File: src/sv/bba_pkg.sv
// ----------------------------------------------------------------------------
// bba_pkg
// Shared constants, operation codes and structs of the bitmap block allocator.
// ----------------------------------------------------------------------------
package bba_pkg;

   // built size of the bitmap and its word organization
   localparam int NUM_BLOCKS = 256;
   localparam int WORD_W     = 16;
   localparam int NUM_WORDS  = NUM_BLOCKS / WORD_W;
   localparam int WADDR_W    = $clog2(NUM_WORDS);
   localparam int IDX_W      = $clog2(WORD_W);
   localparam int FREE_W     = $clog2(WORD_W) + 1;

   // widths fixed by the item fields
   localparam int OP_W    = 3;
   localparam int BLK_W   = 9;
   localparam int FOUND_W = 8;

   typedef enum logic [OP_W-1:0] {
      OP_SEARCH = 3'd0,
      OP_MARK   = 3'd1,
      OP_CLEAR  = 3'd2,
      OP_CHECK  = 3'd3,
      OP_TOTAL  = 3'd4
   } op_type;

   // one request item, operation in the lowest bits
   typedef struct packed {
      logic [BLK_W-1:0]        run_length;
      logic [BLK_W-1:0]        end_block;
      logic signed [BLK_W-1:0] first_block;
      logic [OP_W-1:0]         operation;
   } item_type;

   // word evaluation inputs
   typedef struct packed {
      item_type            item;
      logic [BLK_W-1:0]    act;
      logic [WADDR_W-1:0]  word_idx;
      logic [WORD_W-1:0]   data;
      logic [BLK_W-1:0]    run_carry;
   } eval_in_type;

   // word evaluation results
   typedef struct packed {
      logic [WORD_W-1:0]   word_next;
      logic                hit;
      logic [BLK_W-1:0]    hit_start;
      logic [BLK_W-1:0]    run_next;
      logic [FREE_W-1:0]   free_cnt;
      logic                check_bad;
   } eval_out_type;

endpackage

File: src/sv/bba_word_eval.sv
// ----------------------------------------------------------------------------
// bba_word_eval
// Evaluates one bitmap word: range update, free run tracking, free count and
// range check, all in parallel over the bits of the word.
// ----------------------------------------------------------------------------
module bba_word_eval (
   input  bba_pkg::eval_in_type  ev_in,
   output bba_pkg::eval_out_type ev_out
);
   import bba_pkg::*;

   logic [BLK_W-1:0] g_arr    [WORD_W];
   logic [BLK_W-1:0] run_arr  [WORD_W];
   logic [IDX_W-1:0] last_arr [WORD_W];
   logic             any_arr  [WORD_W];
   logic [WORD_W-1:0] blocked;
   logic [WORD_W-1:0] range_v;
   logic [WORD_W-1:0] chk_v;
   logic [WORD_W-1:0] hit_v;
   logic             first_neg;
   logic [BLK_W-1:0] first_u;

   assign first_neg = ev_in.item.first_block[BLK_W-1];
   assign first_u   = $unsigned(ev_in.item.first_block);

   // per bit block number, blocking, range membership
   always_comb begin
      for (int j = 0; j < WORD_W; j++) begin
         g_arr[j]   = BLK_W'({ev_in.word_idx, IDX_W'(j)});
         blocked[j] = ev_in.data[j] || !(g_arr[j] < ev_in.act);
         range_v[j] = (first_neg || (g_arr[j] >= first_u))
                      && (g_arr[j] < ev_in.item.end_block)
                      && (g_arr[j] < ev_in.act);
         chk_v[j]   = !first_neg && (g_arr[j] >= first_u)
                      && (g_arr[j] < ev_in.item.end_block) && ev_in.data[j];
      end
   end

   // highest blocked bit at or below each position
   always_comb begin
      for (int j = 0; j < WORD_W; j++) begin
         any_arr[j]  = 1'b0;
         last_arr[j] = '0;
         for (int i = 0; i <= j; i++) begin
            if (blocked[i]) begin
               any_arr[j]  = 1'b1;
               last_arr[j] = IDX_W'(i);
            end
         end
      end
   end

   // free run ending at each bit and whether it reaches the length
   always_comb begin
      for (int j = 0; j < WORD_W; j++) begin
         run_arr[j] = any_arr[j] ? (BLK_W'(j) - BLK_W'(last_arr[j]))
                                 : (ev_in.run_carry + BLK_W'(j) + BLK_W'(1));
         hit_v[j]   = (ev_in.item.run_length != '0)
                      && (run_arr[j] >= ev_in.item.run_length);
      end
   end

   always_comb begin
      ev_out.hit       = 1'b0;
      ev_out.hit_start = '0;
      for (int j = WORD_W - 1; j >= 0; j--) begin
         if (hit_v[j]) begin
            ev_out.hit       = 1'b1;
            ev_out.hit_start = g_arr[j] + BLK_W'(1) - ev_in.item.run_length;
         end
      end
   end

   // updated word for mark and clear
   always_comb begin
      case (ev_in.item.operation)
         OP_MARK:  ev_out.word_next = ev_in.data | range_v;
         OP_CLEAR: ev_out.word_next = ev_in.data & ~range_v;
         default:  ev_out.word_next = ev_in.data;
      endcase
   end

   assign ev_out.run_next  = run_arr[WORD_W-1];
   assign ev_out.free_cnt  = FREE_W'($countones(~blocked));
   assign ev_out.check_bad = |chk_v;

endmodule

File: src/sv/bitmap_block_allocator_core.sv
// ----------------------------------------------------------------------------
// bitmap_block_allocator_core
// First fit contiguous block allocator over a used/free bitmap held in a
// word wide synchronous memory, with mark, clear, range check and free total.
// ----------------------------------------------------------------------------
//  channel   dir  handshake             payload
//  req_*     in   tvalid/tready         operation, first_block, end_block,
//                                       run_length
//  rsp_*     out  tvalid/tready         success, found_block
//  csr_*     in   wr_en                 active_blocks
//
//  every item sweeps all NUM_WORDS bitmap words, one memory read per cycle;
//  the result is loaded into the output register once the last word is
//  processed, and the next item is taken only after that load, so items
//  never overlap; every word goes through the single read port.
//  reset clears a per-word valid flag; an unwritten word reads as all free.
//  a result waits in the output register; a new item is taken meanwhile, and
//  the following result stalls only while that register is still full.
// ----------------------------------------------------------------------------
module bitmap_block_allocator_core (
   input  logic        clock,
   input  logic        reset,
   input  logic        req_tvalid,
   output logic        req_tready,
   // operation[2:0], first_block[11:3], end_block[20:12], run_length[29:21]
   input  logic [31:0] req_tdata,
   output logic        rsp_tvalid,
   input  logic        rsp_tready,
   // success[0], found_block[8:1]
   output logic [15:0] rsp_tdata,
   input  logic        csr_wr_en,
   input  logic [bba_pkg::BLK_W-1:0] csr_wr_data
);
   import bba_pkg::*;

   typedef enum logic [2:0] {
      ST_IDLE = 3'b001,
      ST_SCAN = 3'b010,
      ST_DONE = 3'b100
   } state_type;

   state_type          state_ff, state_in;
   item_type           item_ff, item_in;
   logic [BLK_W-1:0]   active_blocks_ff;
   logic [WADDR_W-1:0] cnt_ff, cnt_in;
   logic               proc_vld_ff, proc_vld_in;
   logic [WADDR_W-1:0] proc_word_ff;
   logic [WORD_W-1:0]  rd_data_ff;
   logic [WORD_W-1:0]  used_mem_ff [NUM_WORDS];
   logic [NUM_WORDS-1:0] valid_ff;
   logic               hit_ff, hit_in;
   logic [FOUND_W-1:0] found_ff, found_in;
   logic [BLK_W-1:0]   run_ff, run_in;
   logic [BLK_W-1:0]   free_ff, free_in;
   logic               bad_ff, bad_in;
   logic               rsp_tvalid_ff, rsp_tvalid_in;
   logic               rsp_ok_ff, rsp_ok_in;
   logic [FOUND_W-1:0] rsp_found_ff, rsp_found_in;

   logic               accept;
   logic               rd_en;
   logic               wr_en;
   logic               load;
   logic [BLK_W-1:0]   act;
   logic [BLK_W-1:0]   first_u;
   eval_in_type        ev_in;
   eval_out_type       ev_out;

   assign req_tready = (state_ff == ST_IDLE);
   assign accept     = req_tvalid && req_tready;
   assign rd_en      = (state_ff == ST_SCAN);
   assign wr_en      = proc_vld_ff && ((item_ff.operation == OP_MARK)
                                       || (item_ff.operation == OP_CLEAR));
   assign load       = (state_ff == ST_DONE) && !proc_vld_ff
                       && (!rsp_tvalid_ff || rsp_tready);
   assign act        = (active_blocks_ff > BLK_W'(NUM_BLOCKS)) ?
                       BLK_W'(NUM_BLOCKS) : active_blocks_ff;
   assign first_u    = $unsigned(item_ff.first_block);

   // word evaluation on the registered read data
   assign ev_in.item      = item_ff;
   assign ev_in.act       = act;
   assign ev_in.word_idx  = proc_word_ff;
   assign ev_in.data      = valid_ff[proc_word_ff] ? rd_data_ff : '0;
   assign ev_in.run_carry = run_ff;

   bba_word_eval u_eval (
      .ev_in  (ev_in),
      .ev_out (ev_out)
   );

   // sequencing, accumulation and result formation
   always_comb begin
      state_in      = state_ff;
      item_in       = item_ff;
      cnt_in        = cnt_ff;
      proc_vld_in   = rd_en;
      hit_in        = hit_ff;
      found_in      = found_ff;
      run_in        = run_ff;
      free_in       = free_ff;
      bad_in        = bad_ff;
      rsp_tvalid_in = rsp_tvalid_ff && !rsp_tready;
      rsp_ok_in     = rsp_ok_ff;
      rsp_found_in  = rsp_found_ff;

      case (state_ff)
         ST_IDLE: begin
            if (accept) begin
               item_in  = req_tdata[$bits(item_type)-1:0];
               cnt_in   = '0;
               hit_in   = 1'b0;
               found_in = '0;
               run_in   = '0;
               free_in  = '0;
               bad_in   = 1'b0;
               state_in = ST_SCAN;
            end
         end
         ST_SCAN: begin
            cnt_in = cnt_ff + WADDR_W'(1);
            if (cnt_ff == WADDR_W'(NUM_WORDS - 1)) begin
               state_in = ST_DONE;
            end
         end
         ST_DONE: begin
            if (load) begin
               state_in = ST_IDLE;
            end
         end
         default: state_in = ST_IDLE;
      endcase

      // fold one processed word into the running totals
      if (proc_vld_ff) begin
         if (!hit_ff && ev_out.hit) begin
            hit_in   = 1'b1;
            found_in = ev_out.hit_start[FOUND_W-1:0];
         end
         run_in  = ev_out.run_next;
         free_in = free_ff + BLK_W'(ev_out.free_cnt);
         bad_in  = bad_ff || ev_out.check_bad;
      end

      // final result per operation
      if (load) begin
         rsp_tvalid_in = 1'b1;
         rsp_found_in  = '0;
         case (item_ff.operation)
            OP_SEARCH: begin
               rsp_ok_in    = hit_ff;
               rsp_found_in = hit_ff ? found_ff : '0;
            end
            OP_MARK:   rsp_ok_in = 1'b1;
            OP_CLEAR:  rsp_ok_in = 1'b1;
            OP_CHECK:  rsp_ok_in = !item_ff.first_block[BLK_W-1] && !bad_ff
                                   && !((first_u < item_ff.end_block)
                                        && (item_ff.end_block > act));
            OP_TOTAL:  rsp_ok_in = (free_ff >= item_ff.run_length);
            default:   rsp_ok_in = 1'b0;
         endcase
      end
   end

   // control registers
   always_ff @(posedge clock) begin
      if (reset) begin
         state_ff         <= ST_IDLE;
         proc_vld_ff      <= 1'b0;
         rsp_tvalid_ff    <= 1'b0;
         valid_ff         <= '0;
         active_blocks_ff <= BLK_W'(NUM_BLOCKS);
      end else begin
         state_ff      <= state_in;
         proc_vld_ff   <= proc_vld_in;
         rsp_tvalid_ff <= rsp_tvalid_in;
         if (wr_en) begin
            valid_ff[proc_word_ff] <= 1'b1;
         end
         if (csr_wr_en) begin
            active_blocks_ff <= csr_wr_data;
         end
      end
   end

   // payload registers
   always_ff @(posedge clock) begin
      item_ff      <= item_in;
      cnt_ff       <= cnt_in;
      proc_word_ff <= cnt_ff;
      hit_ff       <= hit_in;
      found_ff     <= found_in;
      run_ff       <= run_in;
      free_ff      <= free_in;
      bad_ff       <= bad_in;
      rsp_ok_ff    <= rsp_ok_in;
      rsp_found_ff <= rsp_found_in;
   end

   // bitmap memory, each word read and written back while the next word is read
   always_ff @(posedge clock) begin
      if (wr_en) begin
         used_mem_ff[proc_word_ff] <= ev_out.word_next;
      end
      if (rd_en) begin
         rd_data_ff <= used_mem_ff[cnt_ff];
      end
   end

   assign rsp_tvalid = rsp_tvalid_ff;
   assign rsp_tdata  = {7'd0, rsp_found_ff, rsp_ok_ff};

   // checks
   a_proc_not_idle: assert property (@(posedge clock) disable iff (reset)
      proc_vld_ff |-> (state_ff != ST_IDLE))
      else $error("word processed while idle");

   a_scan_feeds_proc: assert property (@(posedge clock) disable iff (reset)
      (state_ff == ST_SCAN) |=> proc_vld_ff)
      else $error("memory read not followed by processing");

   a_accept_starts_scan: assert property (@(posedge clock) disable iff (reset)
      accept |=> ((state_ff == ST_SCAN) && (cnt_ff == '0)))
      else $error("accepted item did not start a sweep at word zero");

   a_rsp_from_done: assert property (@(posedge clock) disable iff (reset)
      $rose(rsp_tvalid_ff) |-> ($past(state_ff) == ST_DONE))
      else $error("result shown without a finished sweep");

endmodule
File: config.mk
export PLATFORM = sky130hd
export DESIGN_NAME = bitmap_block_allocator_core
export DESIGN_NICKNAME = d
export VERILOG_FILES = /design/src/sv/bba_pkg.sv /design/src/sv/bba_word_eval.sv /design/src/sv/bitmap_block_allocator_core.sv
export SDC_FILE = /design/constraint.sdc
export NUM_CORES = 1
export LEC_CHECK = 0
export BUFFER_PORTS_ARGS = -buffer_cell sky130_fd_sc_hd__buf_2
export CAP_MARGIN = 15
export CORE_ASPECT_RATIO = 0.9
export CORE_MARGIN = 4
export CORE_UTILIZATION = 40
export DETAILED_ROUTE_END_ITERATION = 7
export HOLD_SLACK_MARGIN = 0.12
export PLACE_DENSITY_LB_ADDON = 0.08
export SLEW_MARGIN = 20
export SYNTH_ARGS = -nofsm -noshare
export SYNTH_HDL_FRONTEND = slang
export SYNTH_SLANG_ARGS = --single-unit
File: constraint.sdc
create_clock -name clock -period 6.7 [get_ports clock]
set_input_delay 0 -clock clock [delete_from_list [all_inputs] [get_ports clock]]
set_output_delay 0 -clock clock [all_outputs]
set_load 0.02 [all_outputs]
### Word-level counts from Yosys, hierarchy flattened

Memory sizes are Yosys's and may differ from the RTL's. A register that Yosys moved wholly into a read port is not among the register bits.
Index checks and enable logic that the tools add are counted.

* logic and storage cells: 470
* RAM bits: 256
* memories: 1
* input bits: 46
* register bits: 105

* mux-type cells: 95
* add/sub/neg operators: 94
* bitwise operators: 5
* reductions and logical operators: 176
* equality and inequality tests: 11
* order comparisons: 70

Memories
* used_mem_ff: depth 16, width 16, read ports 1, clocked after memory_dff 1, wr ports 1, RTL line bitmap_block_allocator_core.sv:49 `logic [WORD_W-1:0] used_mem_ff [NUM_WORDS];`

Operators by type and width (count)
* < comparator 8 x 9 -> 1 bit: 32
* 2-to-1 mux 9 bit: 21
* 2-to-1 mux 10 bit: 16
* greater-or-equal comparator 9 bit: 17
* adder 8 x 1 -> 9 bit, second input constant: 16
* adder 9 x 1 -> 9 bit, second input constant: 16
* greater-or-equal comparator 8 x 9 -> 1 bit: 16
* subtractor 9 bit: 16
* logical AND 1 bit: 106
* adder 9 x 4 -> 9 bit, second input constant: 8
* subtractor 4 x 4 -> 5 bit, first input constant: 8
* adder 9 x 3 -> 9 bit, second input constant: 4
* 2-to-1 mux 4 bit: 9
* adder 5 bit: 7
* logical OR 1 bit: 35
* 2-to-1 mux 8 bit: 4
* NOT 16 bit: 2
* OR 16 bit: 2
* one-hot mux 16 bit (2 select lines): 1
* 2-to-1 mux 1 bit: 29
* logical NOT 1 bit: 23
* 2-to-1 mux 3 bit: 7
* adder 9 x 2 -> 9 bit, second input constant: 2
* adder 1 x 1 -> 2 bit: 8
* other kinds (31): 46

### Longest topological paths before layout

* depth in word-level cells: 43
* gate-level depth with buffers: 31
* mapped depth without buffers: 28

### Modules after synthesis

A second synthesis with hierarchy kept.

* cells, all modules: 2474
* area, all modules: 26225.2 sq um

By module, submodules not included
* bitmap_block_allocator_core: area each 14956.8 sq um, times used 1, cells an instance 800
* bba_word_eval: area each 11268.3 sq um, times used 1, cells an instance 1674

### Least setup slack after synthesis

OpenSTA, ideal clock, no wires.

* kind: reg2reg
* from: register active_blocks_ff[8]
* to: register free_ff[8] (data pin)
* period minus slack after synthesis: 6.779 ns
* path buffers: 3
* stages on the path, launching flop included: 30
* setup slack: -0.079 ns
* library setup time: 0.255 ns
* arrival time: 6.525 ns
* cell sequence: dfxtp_1 > buf_4 > clkinv_1 > nand2_1 > inv_1 > ha_1 > nor2b_1 > nand2_1 > o21ai_0 > a21o_1 > clkbuf_1 > inv_1 > ha_1 > inv_1 > clkbuf_1 > fa_1 > inv_1 > fa_1 > fa_1 > fa_1 > ha_1 > fa_1 > ha_1 > a21o_1 > a21oi_1 > nor2b_1 > o21a_1 > nand3_1 > xnor2_1 > and2_1

* cells in the longest elaborated chain, start to end: 12

Ends and longest elaborated chain
* from (decl): RTL line bitmap_block_allocator_core.sv:44 `logic [BLK_W-1:0] active_blocks_ff;`
* from (signal assigned): RTL line bitmap_block_allocator_core.sv:172 `active_blocks_ff <= BLK_W'(NUM_BLOCKS);`
* from (signal assigned): RTL line bitmap_block_allocator_core.sv:181 `active_blocks_ff <= csr_wr_data;`
* > comparator 9 bit: RTL line bitmap_block_allocator_core.sv:76 `assign act = (active_blocks_ff > BLK_W'(NUM_BLOCKS)) ?`
* 2-to-1 mux 9 bit (*): RTL line bitmap_block_allocator_core.sv:76
* < comparator 8 x 9 -> 1 bit: RTL line bba_word_eval.sv:30 `blocked[j] = ev_in.data[j] || !(g_arr[j] < ev_in.act);`
* logical NOT 1 bit: RTL line bba_word_eval.sv:30
* logical OR 1 bit: RTL line bba_word_eval.sv:30
* NOT 16 bit (*): RTL line bba_word_eval.sv:84 `assign ev_out.free_cnt = FREE_W'($countones(~blocked));`
* adder 1 x 1 -> 2 bit (not written as such): RTL line bba_word_eval.sv:84
* adder 5 bit (not written as such) (2 in series): RTL line bba_word_eval.sv:84
* adder 5 bit (not written as such) (*): RTL line bba_word_eval.sv:84
* adder 9 x 5 -> 9 bit (*): RTL line bitmap_block_allocator_core.sv:141 `free_in = free_ff + BLK_W'(ev_out.free_cnt);`
* 2-to-1 mux 9 bit (*): RTL line bitmap_block_allocator_core.sv:135 `if (proc_vld_ff) begin`
* to (signal assigned): RTL line bitmap_block_allocator_core.sv:194 `free_ff <= free_in;`
* to (decl): RTL line bitmap_block_allocator_core.sv:54 `logic [BLK_W-1:0] free_ff, free_in;`

Mark *: on every way between the ends. The rest lies on a longest branch, timed or not.
A chain may end at the register's enable or synchronous reset.

### Final worst setup path

* from: register active_blocks_ff[8]
* to: register found_ff[4]

* cells in the longest elaborated chain, start to end: 43

Ends and longest elaborated chain
* > comparator 9 bit: RTL line bitmap_block_allocator_core.sv:76
* 2-to-1 mux 9 bit (*): RTL line bitmap_block_allocator_core.sv:76
* < comparator 8 x 9 -> 1 bit: RTL line bba_word_eval.sv:30
* logical NOT 1 bit: RTL line bba_word_eval.sv:30
* logical OR 1 bit: RTL line bba_word_eval.sv:30
* 2-to-1 mux 1 bit: RTL line bba_word_eval.sv:45 `if (blocked[i]) begin`
* 2-to-1 mux 2 bit / 2-to-1 mux 1 bit (equally long branches) (2 in series): RTL line bba_word_eval.sv:45
* 2-to-1 mux 3 bit / 2-to-1 mux 1 bit (equally long branches) (4 in series): RTL line bba_word_eval.sv:45
* [10 not listed]
* greater-or-equal comparator 9 bit: RTL line bba_word_eval.sv:59 `&& (run_arr[j] >= ev_in.item.run_length);`
* logical AND 1 bit: RTL line bba_word_eval.sv:59
* 2-to-1 mux 10 bit (15 in series): RTL line bba_word_eval.sv:67 `if (hit_v[j]) begin`
* 2-to-1 mux 10 bit (*): RTL line bba_word_eval.sv:67
* logical AND 1 bit: RTL line bitmap_block_allocator_core.sv:136 `if (!hit_ff && ev_out.hit) begin`
* 2-to-1 mux 8 bit (*): RTL line bitmap_block_allocator_core.sv:136
* 2-to-1 mux 8 bit (*): RTL line bitmap_block_allocator_core.sv:135
* named net found_in[4]: RTL line bitmap_block_allocator_core.sv:52 `logic [FOUND_W-1:0] found_ff, found_in;`
* to (signal assigned): RTL line bitmap_block_allocator_core.sv:192 `found_ff <= found_in;`
* to (decl): RTL line bitmap_block_allocator_core.sv:52

The timed path passes the listed nets; every way through them passes the cells marked *.

==> impl_metrics.toml <==
[placed_design]
gp_congestion = 0.930
hpwlAfterDp_um = 63100
dpl_cell_area_um2 = 28200
port_buffers = 54
place_inst = 3367

[cells_and_area]
insertedDiodeCount = 0
final_cells = 3504
finalCoreUtilization = 0.469
multi_input_area_um2 = 14700
final_cell_area_um2 = 30300
regArea_um2 = 10900
fill_cells = 5935
synthToLayoutAreaGrowth_pct = 15.3
drive_above_1_share = 0.158
final_nets = 2931

[floorplanning]
core_um2 = 64600
die_y_um = 251
rows = 88
ios = 64
die_w_um = 278
start_util = 0.407
dieArea_um2 = 69900

[logic_synthesis]
ys_ff_latch = 377
synth_most_common_cell = "edfxtp_1"
synthDistinctLibCells = 102
synth-compound-area-share = 0.163
seq_area_frac_synth = 0.414
yosys.area.top_type = "edfxtp_1"
syn_inst = 2449
synthArstFlopShare = 0
synth-edff-count = 334
yosys.area_share.xor_xnor = 0.0469
synthFlopType = "edfxtp_1"
synth_area_per_cell_um2 = 10.7
synth_top_area_share = 0.381
synthAdderAreaFrac = 0.130
yosys.area_share.simple = 0.129
syn-cell-area_um2 = 26300
yosys-top-cells-area = "edfxtp_1 38%, ha_1 12%, mux4_2 6.8%"
ys.warnings.count = 0
synth_top_family_by_area = "compound AO/OA/AOI/OAI gates"
synthMuxAreaShare = 0.0819
netlist_top_cells_count = "334 x edfxtp_1, 250 x ha_1, 225 x nor2_1, 170 x nand2_1, 164 x a21oi_1"

[run]
drv_cap = 0

[timing]
clock-skew-final_ns = 0.0170
slew_headroom = 0.266
slew_viol_final = 0
fin_crit_sh = 0.966
hold_violations = 0
fin_crit_ns = 6.48
fin_setup_tns_ns = 0
max_freq_mhz = 154
setup_viol = 0
tightest_slew_ns = 1.10

[route]
detail-route-antenna-nets = 0
routed_wl_um = 87700
drt_iter0_drc = 1784
drc_errors = 0
vias = 20900
first_pass_iters = 5
vias_per_cell = 5.96
wl_per_cell_um = 25.0

[worst_setup_path]
worst-path-buf-inv = 3
cp.required_ns = 7.11
critPathArrivalTime_ns = 6.88
cp-end-kind = "register"
critPathTopFamily = "compound AO/OA/AOI/OAI gates"
ff2ff_path_depth = 25
r2r_start = "active_blocks_ff[8]"
cp_slowest_cell = "or4b_1"
path_max_fanout = 10
startpoint_type = "register"
worstSetupPathType = "register to register"
cpMostUsedCell = "ha_1"
regToRegSetupSlack_ns = 0.22
r2r_end = "found_ff[4]"
cp_slowest_stage_delay_ns = 0.58

[cts]
cts_buffer_depth = 3
numClockSinks = 377
clk_pin_slew_worst_paths_ns = 0.06
cts_htree_levels = 2
clk_root_buffer_cell = "clkbuf_16"
clk_latency_ns = 0.55
tritoncts = "done"
cts_made_buffers = 41

[pwr]
power.leakage_nw = 11.7
power_mw = 8.63
peakVddDrop_v = 0.000227
p_per_area_nw_per_um2 = 285

[global_route]
grt_pass1_wl_um = 132000
antenna_found_initial = 0
grt_max_degree = 60
grtUsageTotal = 0.244
grt_pass1_vias = 20700
grt-ovfl-total = 0

[run_status]
status = "completed"

[hold_path]
holdPathStages = 2
min_path_type = "input pin to register"
hold_end = "first_u[3]"
worstHoldStart = "req_tdata[6]"
## layout make-up
cell class / count / area share
clock buffers: 47 / 0.0356
clock inverters: 25 / 0.0106
inverters: 93 / 0.0118
multi-input cells: 1861 / 0.486
flip-flops and latches: 377 / 0.359
well taps: 855 / 0.0353
repair buffers: 246 / 0.0617
## per-layer routing
metal  wire length [um]  track usage  part of all wire
met5                  0            0                 0
met3               3970       0.0236             0.045
met4               2360       0.0613             0.027
met2              42800        0.422              0.49
met1              38600        0.332              0.44
## state kept, by name, summed over array words and instances (netlist names), 9 cells and up
register          flops
active_blocks_ff      9
run_ff                9
used_mem_ff         256
free_ff               9
first_u               9
rd_data_ff           16
valid_ff             16
ev_in                21
## placed cells by master, fill, tap and decap left out, types with 80 or more instances in the layout
cell type | synthesis | layout
buf_4 | 10 | 129
inv_1 | 87 | 86
edfxtp_1 | 334 | 334
o21ai_0 | 117 | 112
nor2_1 | 225 | 211
mux4_2 | 80 | 80
ha_1 | 250 | 249
a21oi_1 | 164 | 162
nand2_1 | 170 | 169
xnor2_1 | 81 | 80
## timing repair
action                                  in CTS  in global routing
hold buffers                                61                  0
buffers inserted                             0                  3
endpoints found under the setup margin       0                 13
gates resized for setup                      0                 30
hold endpoints to repair                    60                  0
## worst register-to-register path, cell delays in order, from the launching register on
cell      delay (ns)
dfxtp_1         0.33
inv_4           0.10
nand2_1         0.09
ha_1            0.33
and4b_2         0.33
nand2_2         0.12
buf_4           0.18
o21a_1          0.19
a21boi_1        0.13
ha_1            0.19
inv_1           0.15
o311ai_1        0.27
a31oi_1         0.35
o21ai_2         0.11
or4b_1          0.49
mux2_2          0.29
o21ai_2         0.10
ha_1            0.15
nand2_1         0.05
o21ai_0         0.48
a211o_1         0.52
nor3_1          0.13
nand3_1         0.10
a31oi_1         0.12
or4b_1          0.58
o311ai_0        0.45
## worst max path at each step
stage	endpoint	start	depth (start not counted)	slack, ns
finish	found_ff[4]	active_blocks_ff[8]	25	0.22
global route	free_ff[7]	active_blocks_ff[8]	25	-0.009
CTS	found_ff[3]	proc_word_ff[1]	22	0.03
detailed placement	free_ff[8]	active_blocks_ff[8]	25	0.09
global placement	found_ff[3]	proc_word_ff[1]	22	0.08
floorplan	free_ff[8]	proc_word_ff[3]	28	0.03
## kinds of logic (layout without fill, tap and decap cells)
| group | Yosys count | in the layout |
|---|---|---|
| adder cells (fa/ha/maj) | 265 | 265 |
| XOR/XNOR | 141 | 141 |
| multiplexers | 114 | 114 |
| other | 1 | 7 |
| flip-flops | 377 | 377 |
| AND/OR/NAND/NOR | 703 | 704 |
| AO/OA/AOI/OAI | 630 | 630 |
| buffers and inverters | 218 | 411 |
## per-stage QoR
stage / worst slack [ns] / hold slack, ns
CTS: 0.0345 / 0.138
floorplan: 0.0342 / 0.0989
finish: 0.225 / 0.163
global placement: 0.0784 / 0.176
detailed placement: 0.0857 / 0.179
global route: -0.00866 / 0.144
## report_power, final
group | internal, mW | switching, mW | leakage (nW) | total, mW
Clock | 1.43 | 0.934 | 0.682 | 2.36
Combinational | 1.47 | 2.10 | 7.61 | 3.57
Sequential | 2.64 | 0.0608 | 3.43 | 2.70
Total | 5.54 | 3.09 | 11.7 | 8.63
Note: power is estimated with default switching activity, not from simulation.
